File: src/rtl/csd_pkg.sv
// Shared types and codes for the byte stack with delete and search.
package csd_pkg;

    // Request operation codes
    localparam logic [1:0] OP_PUSH   = 2'd0;
    localparam logic [1:0] OP_POP    = 2'd1;
    localparam logic [1:0] OP_DELETE = 2'd2;
    localparam logic [1:0] OP_SEARCH = 2'd3;

    // Result status codes
    localparam logic [1:0] ST_OK        = 2'd0;
    localparam logic [1:0] ST_POP_EMPTY = 2'd1;
    localparam logic [1:0] ST_BEYOND    = 2'd2;
    localparam logic [1:0] ST_FULL      = 2'd3;

    // Request payload
    typedef struct packed {
        logic [1:0] op;
        logic [7:0] value;
        logic [4:0] position;
    } req_t;

    // Result payload
    typedef struct packed {
        logic       found;
        logic [4:0] count;
        logic [1:0] status;
    } rsp_t;

    // Controller states
    typedef enum logic [1:0] {
        S_IDLE,
        S_UPDATE,
        S_MATCH,
        S_REPORT
    } state_t;

    // Commands from controller to datapath
    typedef struct packed {
        logic load;
        logic update;
        logic match;
        logic report;
    } cmd_t;

endpackage

File: src/rtl/csd_ctrl.sv
// Controller state machine that sequences one request through the datapath.
module csd_ctrl (
    input  logic           clk,
    input  logic           rst_n,
    input  logic           start,
    output logic           busy,
    output csd_pkg::cmd_t  cmd
);

    csd_pkg::state_t state_reg;
    csd_pkg::state_t state_next;

    // Hold current state
    always_ff @(posedge clk or negedge rst_n)
    begin
        if (!rst_n)
        begin
            state_reg <= csd_pkg::S_IDLE;
        end
        else
        begin
            state_reg <= state_next;
        end
    end

    // Advance through update, match and report
    always_comb
    begin
        state_next = state_reg;
        case (state_reg)
            csd_pkg::S_IDLE:
            begin
                if (start)
                begin
                    state_next = csd_pkg::S_UPDATE;
                end
            end
            csd_pkg::S_UPDATE: state_next = csd_pkg::S_MATCH;
            csd_pkg::S_MATCH:  state_next = csd_pkg::S_REPORT;
            csd_pkg::S_REPORT: state_next = csd_pkg::S_IDLE;
            default:           state_next = csd_pkg::S_IDLE;
        endcase
    end

    // Drive datapath commands
    always_comb
    begin
        cmd  = '0;
        busy = 1'b1;
        case (state_reg)
            csd_pkg::S_IDLE:
            begin
                busy     = 1'b0;
                cmd.load = start;
            end
            csd_pkg::S_UPDATE: cmd.update = 1'b1;
            csd_pkg::S_MATCH:  cmd.match  = 1'b1;
            csd_pkg::S_REPORT: cmd.report = 1'b1;
            default:           busy       = 1'b0;
        endcase
    end

`ifndef SYNTHESIS
    // A transfer in leads to a report after the update and match steps
    a_load_to_report: assert property (@(posedge clk) disable iff (!rst_n)
        cmd.load |-> ##3 cmd.report)
        else $error("report did not follow load");

    // Commands never overlap
    a_cmd_exclusive: assert property (@(posedge clk) disable iff (!rst_n)
        $onehot0({cmd.load, cmd.update, cmd.match, cmd.report}))
        else $error("overlapping datapath commands");

    // Report frees the block on the next cycle
    a_report_frees: assert property (@(posedge clk) disable iff (!rst_n)
        cmd.report |=> !busy)
        else $error("busy held after report");
`endif

endmodule

File: src/rtl/csd_dp.sv
// Datapath: row of byte cells with shift-delete, fill level and match vector.
module csd_dp #(
    parameter int DEPTH = 16
) (
    input  logic           clk,
    input  logic           rst_n,
    input  csd_pkg::cmd_t  cmd,
    input  csd_pkg::req_t  req,
    output csd_pkg::rsp_t  rsp
);

    localparam int LVL_W = $clog2(DEPTH + 1);
    localparam int CMP_W = (LVL_W > 5) ? LVL_W : 5;

    csd_pkg::req_t    req_reg;
    logic [7:0]       entry_reg  [DEPTH];
    logic [7:0]       entry_next [DEPTH];
    logic [LVL_W-1:0] fill_reg;
    logic [LVL_W-1:0] fill_next;
    logic [1:0]       status_reg;
    logic [1:0]       status_next;
    logic [DEPTH-1:0] match_reg;
    logic [DEPTH-1:0] match_next;
    logic [CMP_W-1:0] fill_cmp;
    logic [CMP_W-1:0] pos_cmp;
    logic [CMP_W-1:0] del_idx;
    logic             do_push;
    logic             do_delete;

    // Hold the request for the duration of its processing
    always_ff @(posedge clk)
    begin
        if (cmd.load)
        begin
            req_reg <= req;
        end
    end

    // Decide the step and its status
    always_comb
    begin
        fill_cmp    = CMP_W'(fill_reg);
        pos_cmp     = CMP_W'(req_reg.position);
        del_idx     = fill_cmp - pos_cmp;
        fill_next   = fill_reg;
        status_next = csd_pkg::ST_OK;
        do_push     = 1'b0;
        do_delete   = 1'b0;
        case (req_reg.op)
            csd_pkg::OP_PUSH:
            begin
                if (fill_cmp >= CMP_W'(DEPTH))
                begin
                    status_next = csd_pkg::ST_FULL;
                end
                else
                begin
                    do_push   = 1'b1;
                    fill_next = fill_reg + LVL_W'(1);
                end
            end
            csd_pkg::OP_POP:
            begin
                if (fill_reg == '0)
                begin
                    status_next = csd_pkg::ST_POP_EMPTY;
                end
                else
                begin
                    fill_next = fill_reg - LVL_W'(1);
                end
            end
            csd_pkg::OP_DELETE:
            begin
                if (pos_cmp == '0 || pos_cmp > fill_cmp)
                begin
                    status_next = csd_pkg::ST_BEYOND;
                end
                else
                begin
                    do_delete = 1'b1;
                    fill_next = fill_reg - LVL_W'(1);
                end
            end
            csd_pkg::OP_SEARCH: status_next = csd_pkg::ST_OK;
            default:            status_next = csd_pkg::ST_OK;
        endcase
    end

    // Write the top cell on push, close up cells above the deleted one
    always_comb
    begin
        for (int i = 0; i < DEPTH; i++)
        begin
            entry_next[i] = entry_reg[i];
            if (do_push && fill_reg == LVL_W'(i))
            begin
                entry_next[i] = req_reg.value;
            end
            if (i + 1 < DEPTH)
            begin
                if (do_delete && CMP_W'(i) >= del_idx && CMP_W'(i + 1) < fill_cmp)
                begin
                    entry_next[i] = entry_reg[(i + 1) % DEPTH];
                end
            end
        end
    end

    // Compare every held cell with the searched byte
    always_comb
    begin
        for (int i = 0; i < DEPTH; i++)
        begin
            match_next[i] = (LVL_W'(i) < fill_reg) && (entry_reg[i] == req_reg.value);
        end
    end

    // Update cells on the update step
    always_ff @(posedge clk)
    begin
        if (cmd.update)
        begin
            entry_reg  <= entry_next;
            status_reg <= status_next;
        end
    end

    // Hold fill level
    always_ff @(posedge clk or negedge rst_n)
    begin
        if (!rst_n)
        begin
            fill_reg <= '0;
        end
        else if (cmd.update)
        begin
            fill_reg <= fill_next;
        end
    end

    // Register the match vector on the match step
    always_ff @(posedge clk)
    begin
        if (cmd.match)
        begin
            match_reg <= match_next;
        end
    end

    // Present the result
    assign rsp.found  = |match_reg;
    assign rsp.count  = 5'(fill_reg);
    assign rsp.status = status_reg;

`ifndef SYNTHESIS
    // Fill level never exceeds the depth
    a_fill_bound: assert property (@(posedge clk) disable iff (!rst_n)
        CMP_W'(fill_reg) <= CMP_W'(DEPTH))
        else $error("fill level beyond depth");

    // A rejected push leaves the stack full and reports it
    a_full_reject: assert property (@(posedge clk) disable iff (!rst_n)
        cmd.update && req_reg.op == csd_pkg::OP_PUSH && CMP_W'(fill_reg) == CMP_W'(DEPTH)
        |=> fill_reg == $past(fill_reg) && status_reg == csd_pkg::ST_FULL)
        else $error("push on full changed the stack");

    // Fill level moves only on the update step
    a_fill_stable: assert property (@(posedge clk) disable iff (!rst_n)
        !cmd.update |=> $stable(fill_reg))
        else $error("fill level changed outside update");
`endif

endmodule

File: src/rtl/char_stack_with_delete_and_search.sv
// Top level of the byte stack with push, pop, positional delete and search.
//
// Usage:
//   Drive req (op, value, position) and raise start. A request transfers at
//   the rising edge where start is high and busy is low; busy then stays high
//   until the result has been shown.
//   Each request gives one result on rsp (found, count, status), valid for
//   exactly one cycle while done is high. The receiver cannot stall: the
//   result transfers at the edge that ends that cycle.
//   Sequence: after the transfer edge the controller updates the cell
//   row, registers the per-cell match vector, then reports with done high.
//   A new request may transfer in the cycle after done; busy holds off any
//   new request while one is in progress.
//   found reflects the stack after the step; count is the fill level kept
//   to five bits.
//   Reset empties the stack (fill level zero); cell contents are not cleared
//   and are never seen before being written.
module char_stack_with_delete_and_search #(
    parameter int DEPTH = 16
) (
    input  logic           clk,
    input  logic           rst_n,
    input  logic           start,
    input  csd_pkg::req_t  req,
    output logic           busy,
    output logic           done,
    output csd_pkg::rsp_t  rsp
);

    csd_pkg::cmd_t cmd;

    // Sequence each request
    csd_ctrl u_ctrl (
        .clk   (clk),
        .rst_n (rst_n),
        .start (start),
        .busy  (busy),
        .cmd   (cmd)
    );

    // Hold cells, fill level and result
    csd_dp #(
        .DEPTH (DEPTH)
    ) u_dp (
        .clk   (clk),
        .rst_n (rst_n),
        .cmd   (cmd),
        .req   (req),
        .rsp   (rsp)
    );

    // Mark the result cycle
    assign done = cmd.report;

endmodule

File: config.mk
export PLATFORM = sky130hd
export DESIGN_NAME = char_stack_with_delete_and_search
export DESIGN_NICKNAME = d
export VERILOG_FILES = /design/src/rtl/csd_pkg.sv /design/src/rtl/csd_ctrl.sv /design/src/rtl/csd_dp.sv /design/src/rtl/char_stack_with_delete_and_search.sv
export SDC_FILE = /design/constraint.sdc
export NUM_CORES = 1
export LEC_CHECK = 0
export ABC_AREA = 0
export BUFFER_PORTS_ARGS = -buffer_cell sky130_fd_sc_hd__buf_2
export CORE_MARGIN = 1.5
export CORE_UTILIZATION = 30
export DETAILED_ROUTE_END_ITERATION = 10
export GPL_ROUTABILITY_DRIVEN = 0
export GPL_TIMING_DRIVEN = 0
export SLEW_MARGIN = 20
export SYNTH_ARGS = -nofsm -noshare
export SYNTH_HDL_FRONTEND = slang
export SYNTH_SLANG_ARGS = --single-unit
export TNS_END_PERCENT = 10
File: constraint.sdc
create_clock -name clk -period 8.5 [get_ports clk]
set_clock_uncertainty 0.2 [all_clocks]
set_input_delay 2.55 -clock clk [delete_from_list [all_inputs] [get_ports clk]]
set_output_delay 2.55 -clock clk [all_outputs]
set_load 0.005 [all_outputs]
==> flow_metrics.env, run 1 <==
export IMPL_status="complete, no violations"
export IMPL_worstSetupPathType="reg2out"
export IMPL_area_delta_synth_final_pct=13.14
export IMPL_drt_iter0_markers=420
export IMPL_synthXorXnorAreaFrac_pct=13.12
export IMPL_drt_wl_total_um=22580
export IMPL_core_mm2=0.02987
export IMPL_layout_min_cycle_time_ps=4752
export IMPL_syn_nets=721
export IMPL_portBuffers=27
export IMPL_hpwl_um=16480
export IMPL_setup_viol=0
export IMPL_first_pass_iters=5
export IMPL_leakage_nw=3.430
export IMPL_final_area_mm2=0.01041
export IMPL_synth_compound_area_share_pct=3.862
export IMPL_yosys_mux_area_fraction_pct=15.24
export IMPL_synth_edf_count=161
export IMPL_synth_seq_area_share_pct=54.45
export IMPL_avgRoutedWirePerCell_um=19.95
export IMPL_worst_slew_pin_slew_ps=1129
export IMPL_fin_setup_tns_ps=0
export IMPL_cts_tree="yes"
export IMPL_holdBufCountCts=0
export IMPL_grt_pass1_wl_um=35170
export IMPL_ant_nets=0
export IMPL_startpoint_type="register"
export IMPL_routed_via_count=5592
export IMPL_synthAdderAreaFrac_pct=2.937
export IMPL_r2r_setup_slack_ps=4160
export IMPL_fillCellCount=2894
export IMPL_io_pins=28
export IMPL_syn_inst=682
export IMPL_synth_warnings=0
export IMPL_die_h_um=178.1
export IMPL_synth_top_family_by_area="multiplexers"
export IMPL_grt_overflow=0
export IMPL_worstSetupEndpointType="output port"
export IMPL_final_nets=768
export IMPL_num_rows=63
export IMPL_slew_headroom_pct=24.76
export IMPL_synthSimpleGateAreaFrac_pct=7.574
export IMPL_arrival_ps=2000
export IMPL_viasPerCell=4.940
export IMPL_drive_gt1_share_pct=27.22
export IMPL_drv_slew=0
export IMPL_start_util_pct=30.80
export IMPL_p_total_mw=2.767
export IMPL_antenna_found_initial=0
export IMPL_clk_latency_ps=440
export IMPL_ys_ff_latch=168
export IMPL_cts_resized=0
export IMPL_die_w_um=178.1
export IMPL_fmax_mhz=210.5
export IMPL_finalCritPeriodShare_pct=55.90
export IMPL_cts_buffers=17
export IMPL_cp_max_fo=1
export IMPL_grt_max_degree=19
export IMPL_syn_cell_area_mm2=0.009201
export IMPL_post_cts_buffers=0
export IMPL_pwr_density_cell_mw_per_mm2=265.8
export IMPL_h_tree_depth=4
export IMPL_avgSynthCellArea_um2=13.49
export IMPL_placed_area_mm2=0.009824
export IMPL_place_ws_ps=4165
export IMPL_n_antenna_cell=0
export IMPL_hold_viol=0
export IMPL_cts_max_path_buffers=2
export IMPL_grt_setup_unrepaired="false"
export IMPL_fin_ws_ps=3748
export IMPL_drv_cap=0
export IMPL_vdd_drop_max_v=0.0001318
export IMPL_drc=0
export IMPL_grt_usage_pct=15.22
export IMPL_die_area_mm2=0.03173
export IMPL_ys_flop_type="edfxtp_1"
export IMPL_clk_pin_slew_ps=70
export IMPL_grt_pass1_vias=5769
export IMPL_cts_root_buf="clkbuf_16"
export IMPL_largest_register_ffs=128
export IMPL_async_reset_ff_share_pct=4.167
export IMPL_clock_sinks=168
export IMPL_hp_class="reg2reg"
export IMPL_worstPathRequired_ps=5750
export IMPL_yosysUniqueCellTypes=52
## metal layers
| layer | vias to the layer above | global-route usage [%] | part of all wire [%] |
|---|---|---|---|
| met4 | 0 | 4.272 | 1.5 |
| li1 | 2607 | - | - |
| met3 | 23 | 2.792 | 4.4 |
| met5 | - | 0 | 0 |
| met2 | 126 | 23.90 | 46 |
| met1 | 2836 | 21.39 | 48 |
## cells by family after synthesis
group / after synthesis
DFF: 168
xor gates and xnor gates: 137
AOI/OAI and AO/OA: 50
and+or+nand+nor: 120
muxes: 122
adders and majority gates: 21
buffers and inverters: 64
## layout make-up
type	instances	area, um^2	share of cell area, %
inverter	15	56.30	0.5409
clock inverter	15	148.9	1.430
clock buffer	17	425.4	4.087
tap	390	488.0	4.687
sequential	168	5010	48.12
timing repair buffer	28	146.4	1.406
multi-input combinational	450	3933	37.78
buffer	49	202.7	1.947
## report_power, final
part / total (mW) / switching, mW / internal, mW
Sequential: 1.07 / 0.0488 / 1.02
Clock: 0.756 / 0.365 / 0.391
Combinational: 0.939 / 0.600 / 0.339
Total: 2.77 / 1.01 / 1.75
## worst max-delay path: stages (launching register included)
cell      delay, ps
edfxtp_1        380
nor4_1          690
nand4_1         290
buf_2           210
## synthesized netlist by cell type (6+ instances only)
| cell | instances | area, um^2 |
|---|---|---|
| nor4_1 | 14 | 87.58 |
| dfrtp_1 | 7 | 175.2 |
| mux2_4 | 8 | 120.1 |
| nand3_1 | 15 | 75.07 |
| edfxtp_1 | 161 | 4835 |
| nor3_1 | 13 | 65.06 |
| and3_1 | 6 | 37.54 |
| xor2_1 | 42 | 367.9 |
| a21oi_1 | 26 | 130.1 |
| ha_1 | 20 | 250.2 |
| nand4_1 | 24 | 150.1 |
| clkbuf_1 | 33 | 123.9 |
| inv_1 | 15 | 56.30 |
| mux2_2 | 113 | 1272 |
| buf_1 | 10 | 37.54 |
| nor2_1 | 17 | 63.81 |
| nand2_1 | 7 | 26.28 |
| xnor2_1 | 94 | 823.3 |
## layout by cell type, fill, tap and decap left out, drive strengths merged, types with 3 or more instances in the layout
cell type  count
o211ai         3
clkbuf        50
dfrtp          7
a21oi         26
nor3          13
nand3b         3
o2111ai        4
a21o           3
nor2b          4
nand4         24
nand3         20
xnor2         94
nand2          7
buf           44
mux2         121
edfxtp       161
inv           24
clkinv         6
nor2          17
and2           3
ha            20
nor4          14
and3           6
xor2          43
## metrics by stage
stage	hold WS [ps]	utilization (%)	std cells
4_1_cts	252.0	34.81	1131
6_report	251.0	34.85	1132
3_5_place_dp	233.7	32.89	1099
5_1_grt	263.8	34.85	1132
2_1_floorplan	224.4	-	682
3_3_place_gp	231.7	32.89	1099
## worst paths after layout
path                                                         to                         start  cells after the start
worst max register to register     u_dp.entry_reg[94]$_DFFE_PP_  u_dp.fill_cmp[0]$_DFFE_PN0P_                     12
worst max-delay path                                     rsp[7]   u_dp.match_reg[1]$_DFFE_PP_                      3
worst min-delay path                u_dp.entry_reg[3]$_DFFE_PP_     u_dp.req_reg[8]$_DFFE_PP_                      0
min in group asynchronous       u_ctrl.state_reg[1]$_DFFE_PN0P_                         rst_n                      1
max in group asynchronous          u_dp.fill_cmp[0]$_DFFE_PN0P_                         rst_n                      1
worst min register to register      u_dp.entry_reg[3]$_DFFE_PP_     u_dp.req_reg[8]$_DFFE_PP_                      0
(Power assumes the default switching activity.)
==> run 2, diff against run 1 <==
- ABC_AREA: 0 -> 1
- clock period: 8.5 -> 4 ns (I/O delays scaled with it)
==> flow_metrics.env, run 2 <==
export IMPL_drv_slew=0
export IMPL_worst_slew_pin_slew_ps=1159
export IMPL_r2r_end="u_dp.entry_reg[11]$_DFFE_PP_"
export IMPL_syn_cell_area_mm2=0.009537
export IMPL_clock_sinks=168
export IMPL_whs_path_depth=0
export IMPL_drt_iter0_markers=945
export IMPL_drive_gt1_share_pct=11.90
export IMPL_mostFrequentLayoutCells="nand2_1 (265), edfxtp_1 (161), inv_1 (92)"
export IMPL_largest_register_ffs=128
export IMPL_pwr_density_cell_mw_per_mm2=571.6
export IMPL_ant_nets=0
export IMPL_io_pins=28
export IMPL_cts_root_buf="clkbuf_16"
export IMPL_ys_top_cells_by_area="edfxtp_1 (51%), nand2_1 (10%), xor2_1 (4.5%), nand3_1 (4.5%), xnor2_1 (4.4%)"
export IMPL_worstSetupPathType="reg2reg"
export IMPL_ys_ff_latch=168
export IMPL_clk_pin_slew_ps=70
export IMPL_synth_seq_area_share_pct=52.53
export IMPL_whs_endpoint="u_dp.entry_reg[2]$_DFFE_PP_"
export IMPL_synth_warnings=0
export IMPL_fmax_mhz=268.4
export IMPL_syn_nets=1063
export IMPL_worstSetupEndpointType="register"
export IMPL_leakage_nw=4.268
export IMPL_cp_top_family="simple AND/OR/NAND/NOR gates"
export IMPL_async_reset_ff_share_pct=4.167
export IMPL_portBuffers=27
export IMPL_yosysUniqueCellTypes=42
export IMPL_drv_cap=0
export IMPL_cp_cell_sequence="inv_1 > ha_1 > inv_1 > fa_1 > nand2_1 > nor2_1 > nand2_1 > nand3_1 > nor2_2 > buf_4 > nor2_1 > nor2_2"
export IMPL_routed_via_count=7534
export IMPL_h_tree_depth=4
export IMPL_die_area_mm2=0.03287
export IMPL_first_pass_iters=6
export IMPL_syn_inst=1024
export IMPL_final_area_mm2=0.01087
export IMPL_final_core_util_pct=34.61
export IMPL_synth_largest_area_cell="edfxtp_1"
export IMPL_die_w_um=181.3
export IMPL_cts_tree="yes"
export IMPL_hp_class="reg2reg"
export IMPL_worstPathRequired_ps=3890
export IMPL_synth_edf_count=161
export IMPL_start_util_pct=30.38
export IMPL_synth_top_area_share_pct=50.70
export IMPL_status="complete, no violations"
export IMPL_crit_slowest_cell="fa_1"
export IMPL_layout_min_cycle_time_ps=3726
export IMPL_slew_headroom_pct=22.73
export IMPL_final_nets=1110
export IMPL_r2r_setup_slack_ps=270
export IMPL_yosysMostFrequentCell="nand2_1"
export IMPL_startpoint_type="register"
export IMPL_min_from="u_dp.req_reg[7]$_DFFE_PP_"
export IMPL_avgRoutedWirePerCell_um=18.68
export IMPL_grt_max_degree=18
export IMPL_final_common_cell="nand2_1"
export IMPL_grt_overflow=0
export IMPL_critical_path_startpoint="u_dp.fill_cmp[0]$_DFFE_PN0P_"
export IMPL_cp_slowest_stage_delay_ps=560
export IMPL_holdWs_ps=240.6
export IMPL_cts_max_path_buffers=2
export IMPL_arrival_ps=3620
export IMPL_place_inst=1454
export IMPL_grt_pass1_wl_um=42680
export IMPL_stdcell_count=1486
export IMPL_num_rows=65
export IMPL_ys_flop_type="edfxtp_1"
export IMPL_holdBufCountCts=0
export IMPL_setup_viol=0
export IMPL_vdd_drop_max_v=0.0003428
export IMPL_grt_setup_unrepaired="false"
export IMPL_placed_area_mm2=0.01019
export IMPL_hold_viol=0
export IMPL_crit_buf_inv=3
export IMPL_die_h_um=181.3
export IMPL_p_total_mw=6.210
export IMPL_drt_wl_total_um=27760
export IMPL_grt_pass1_vias=7376
export IMPL_clk_latency_ps=440
export IMPL_post_cts_buffers=0
export IMPL_reg2reg_from="u_dp.fill_cmp[0]$_DFFE_PN0P_"
export IMPL_cp_max_fo=10
export IMPL_area_delta_synth_final_pct=13.93
export IMPL_avgSynthCellArea_um2=9.313
export IMPL_cts_buffers=17
export IMPL_finalCritPeriodShare_pct=93.15
export IMPL_reg2reg_depth=12
export IMPL_viasPerCell=5.070
export IMPL_core_mm2=0.03139
export IMPL_antenna_found_initial=0
export IMPL_synthTopCellsByCount="nand2_1 (265), edfxtp_1 (161), inv_1 (92), nand3_1 (85), o21ai_0 (66)"
export IMPL_drc=0
export IMPL_n_antenna_cell=0
export IMPL_hpwl_um=19910
export IMPL_grt_usage_pct=17.38
[run 2: cell count changes after synthesis, moves of 12 or more]
cell / delta
nand2_1: +258
xnor2_1: -46
nor2_1: +34
nand3_1: +70
clkbuf_1: -20
buf_2: +13
o21ai_0: +64
nand4_1: -12
inv_1: +77
mux2_2: -113
[run 2: report_power, final]
group | switching (mW) | internal, mW | leakage, nW
Clock | 0.751 | 1.06 | 0.306
Combinational | 1.55 | 0.580 | 2.41
Sequential | 0.111 | 2.16 | 1.55
[run 2: what timing repair did]
action | in CTS | in global routing
setup endpoints to repair | 8 | 80
resized for setup | 1 | 10
endpoints found under the hold margin | 0 | 0
[run 2: cell families after synthesis]
group	Yosys count	synth area share (%)
xor gates and xnor gates	97	8.908
AOI/OAI and AO/OA	135	8.200
buffers and inverters	140	5.956
DFF	168	52.53
and+or+nand+nor	463	21.57
adders and majority gates	21	2.834
[run 2: area by class of cell]
class / instances / area (um^2)
fill: 3183 / 20530
sequential: 168 / 5010
inverter: 99 / 371.6
clock buffer: 17 / 425.4
tap: 402 / 503.0
buffer: 41 / 197.7
multi-input combinational: 716 / 4004
timing repair buffer: 28 / 140.1
clock inverter: 15 / 214.0
[run 2: worst max-delay path by stage]
stage | end | slack [ps] | cells past startpoint
3_3_place_gp | u_dp.entry_reg[11]$_DFFE_PP_ | -80 | 12
5_1_grt | u_dp.entry_reg[37]$_DFFE_PP_ | 10 | 11
3_5_place_dp | u_dp.entry_reg[10]$_DFFE_PP_ | -70 | 12
6_report | u_dp.entry_reg[11]$_DFFE_PP_ | 270 | 12
4_1_cts | u_dp.entry_reg[9]$_DFFE_PP_ | 110 | 12
2_1_floorplan | u_dp.entry_reg[10]$_DFFE_PP_ | 750 | 12
[run 2: metrics by stage]
| stage | setup WS (ps) | TNS, ps |
|---|---|---|
| finish | 274.1 | 0 |
| detailed placement | -68.41 | -546.3 |
| global placement | -83.74 | -669.0 |
| CTS | 106.0 | 0 |
| global route | 9.618 | 0 |
| floorplan | 750.2 | 0 |
[run 2: per-layer routing]
metal | vias to the layer above | part of all wire, % | track usage (%)
li1 | 3560 | - | -
met1 | 3594 | 42 | 22.45
met2 | 338 | 48 | 29.35
met3 | 42 | 8.4 | 3.225
met4 | 0 | 2.1 | 5.567
met5 | - | 0 | 0
==> run 3, diff against run 2 <==
- ABC_AREA: 1 -> default
==> flow_metrics.env, run 3 (synthesized netlist as in run 1, its figures left out) <==
export IMPL_status="complete, no violations"
export IMPL_worst_slew_pin_slew_ps=1188
export IMPL_pwr_density_cell_mw_per_mm2=562.8
export IMPL_vdd_drop_max_v=0.0002804
export IMPL_drive_gt1_share_pct=29.66
export IMPL_cts_tree="yes"
export IMPL_finalCritPeriodShare_pct=95.63
export IMPL_placed_area_mm2=0.009824
export IMPL_holdBufCountCts=0
export IMPL_arrival_ps=3780
export IMPL_reg2reg_depth=13
export IMPL_cts_max_path_buffers=2
export IMPL_drv_slew=0
export IMPL_cp_top_family="compound AO/OA/AOI/OAI gates"
export IMPL_cp_num_cells=13
export IMPL_grt_setup_unrepaired="false"
export IMPL_clk_pin_slew_ps=70
export IMPL_area_delta_synth_final_pct=15.83
export IMPL_num_rows=63
export IMPL_hp_class="reg2reg"
export IMPL_clk_latency_ps=440
export IMPL_cp_endpoint="u_dp.entry_reg[21]$_DFFE_PP_"
export IMPL_final_common_cell="edfxtp_1"
export IMPL_mostFrequentLayoutCells="edfxtp_1 (161), mux2_2 (113), xnor2_1 (94)"
export IMPL_grt_pass1_vias=5756
export IMPL_portBuffers=27
export IMPL_cp_max_fo=10
export IMPL_netSwitchingFraction_pct=37.67
export IMPL_grt_overflow=0
export IMPL_die_area_mm2=0.03173
export IMPL_avgRoutedWirePerCell_um=20.06
export IMPL_r2r_end="u_dp.entry_reg[21]$_DFFE_PP_"
export IMPL_final_core_util_pct=35.67
export IMPL_setup_viol=0
export IMPL_place_inst=1099
export IMPL_r2r_setup_slack_ps=170
export IMPL_fmax_mhz=261.4
export IMPL_die_w_um=178.1
export IMPL_drc=0
export IMPL_switchingPower_mw=2.260
export IMPL_comb_power_share_pct=35.1
export IMPL_startpoint_type="register"
export IMPL_worstSetupEndpointType="register"
export IMPL_antenna_found_initial=0
export IMPL_drt_iter0_markers=437
export IMPL_leakage_nw=3.461
export IMPL_die_h_um=178.1
export IMPL_viasPerCell=4.951
export IMPL_path_common_cell="buf_4"
export IMPL_drv_cap=0
export IMPL_multi_input_area_mm2=0.004120
export IMPL_drt_wl_total_um=22770
export IMPL_first_pass_iters=5
export IMPL_critical_path_startpoint="u_dp.fill_cmp[0]$_DFFE_PN0P_"
export IMPL_hold_viol=0
export IMPL_hpwl_um=16480
export IMPL_final_nets=771
export IMPL_worstPathRequired_ps=3960
export IMPL_n_antenna_cell=0
export IMPL_p_seq_share_pct=38.0
export IMPL_grt_max_degree=19
export IMPL_final_area_mm2=0.01066
export IMPL_p_int_mw=3.739
export IMPL_fillCellCount=2865
export IMPL_io_pins=28
export IMPL_crit_buf_inv=5
export IMPL_grt_pass1_wl_um=35220
export IMPL_grt_usage_pct=15.25
export IMPL_core_mm2=0.02987
export IMPL_cts_root_buf="clkbuf_16"
export IMPL_cp_cell_sequence="inv_2 > ha_1 > inv_1 > fa_1 > a21o_1 > a21oi_1 > xor2_1 > and3_1 > buf_4 > buf_4 > o211ai_2 > a21oi_4 > buf_12"
export IMPL_cts_buffers=17
export IMPL_stdcell_count=1135
export IMPL_min_from="u_dp.req_reg[8]$_DFFE_PP_"
export IMPL_ant_nets=0
export IMPL_start_util_pct=30.80
export IMPL_worstSetupPathType="reg2reg"
export IMPL_largest_register_ffs=128
export IMPL_layout_min_cycle_time_ps=3825
export IMPL_regArea_mm2=0.005010
export IMPL_reg2reg_from="u_dp.fill_cmp[0]$_DFFE_PN0P_"
export IMPL_crit_slowest_cell="fa_1"
export IMPL_slew_headroom_pct=20.80
export IMPL_p_clk_share_pct=26.9
export IMPL_h_tree_depth=4
export IMPL_cp_slowest_stage_delay_ps=460
export IMPL_routed_via_count=5619
export IMPL_clock_sinks=168
-- run 3: changes by cell type in the layout (fill, tap and decap cells not counted), sizes merged, moves of 44 or more --
cell and change:
nand2 -262, mux2 +121, inv -78, xnor2 +46
o21ai -76, nor2 -44, nand3 -72
-- run 3: power groups by stage --
stage | Sequential [mW] | Combinational (mW) | Clock [mW]
after global routing | 2.30 | 2.28 | 1.71
final | 2.28 | 2.11 | 1.61
after detailed placement | 2.32 | 1.97 | 0
after CTS | 2.28 | 2.01 | 1.63
after floorplan | 2.28 | 1.41 | 0
after global placement | 2.32 | 1.95 | 0
-- run 3: routing by layer --
metal  global-route usage [%]  part of all wire (%)
met1                    21.43                    48
met3                    2.792                   4.3
met4                    4.272                   1.6
met5                        0                     0
met2                    23.95                    46
-- run 3: what timing repair did --
action,in CTS,in global routing
endpoints found under the setup margin,120,144
pin swaps,0,4
setup buffers,0,3
gates resized for setup,20,12
-- run 3: layout make-up --
class,count,area share [%]
Tap cell,390,4.579
Clock buffer,17,3.992
Clock inverter,15,1.397
Timing Repair Buffer,31,1.937
Inverter,15,0.5283
Sequential cell,168,47.01
Buffer,49,1.902
Multi-Input combinational cell,450,38.66
-- run 3: how the worst min path moves through the flow --
stage | endpoint | slack [ps] | cells after the start
detailed placement | u_dp.entry_reg[3]$_DFFE_PP_ | 230 | 0
CTS | u_dp.entry_reg[3]$_DFFE_PP_ | 250 | 0
global route | u_dp.entry_reg[3]$_DFFE_PP_ | 260 | 0
global placement | u_dp.entry_reg[3]$_DFFE_PP_ | 230 | 0
floorplan | u_dp.entry_reg[0]$_DFFE_PP_ | 220 | 0
finish | u_dp.entry_reg[3]$_DFFE_PP_ | 250 | 0
-- run 3: through the flow --
step / setup slack [ps] / setup TNS (ps) / hold slack (ps) / total power [mW]
after global routing: 1.867 / 0 / 263.8 / 6.279
after CTS: 12.76 / 0 / 252.0 / 5.924
after detailed placement: -334.8 / -21650 / 233.7 / 4.283
final: 174.6 / 0 / 250.2 / 5.999
after floorplan: 316.6 / 0 / 224.4 / 3.694
after global placement: -343.3 / -17140 / 231.7 / 4.266
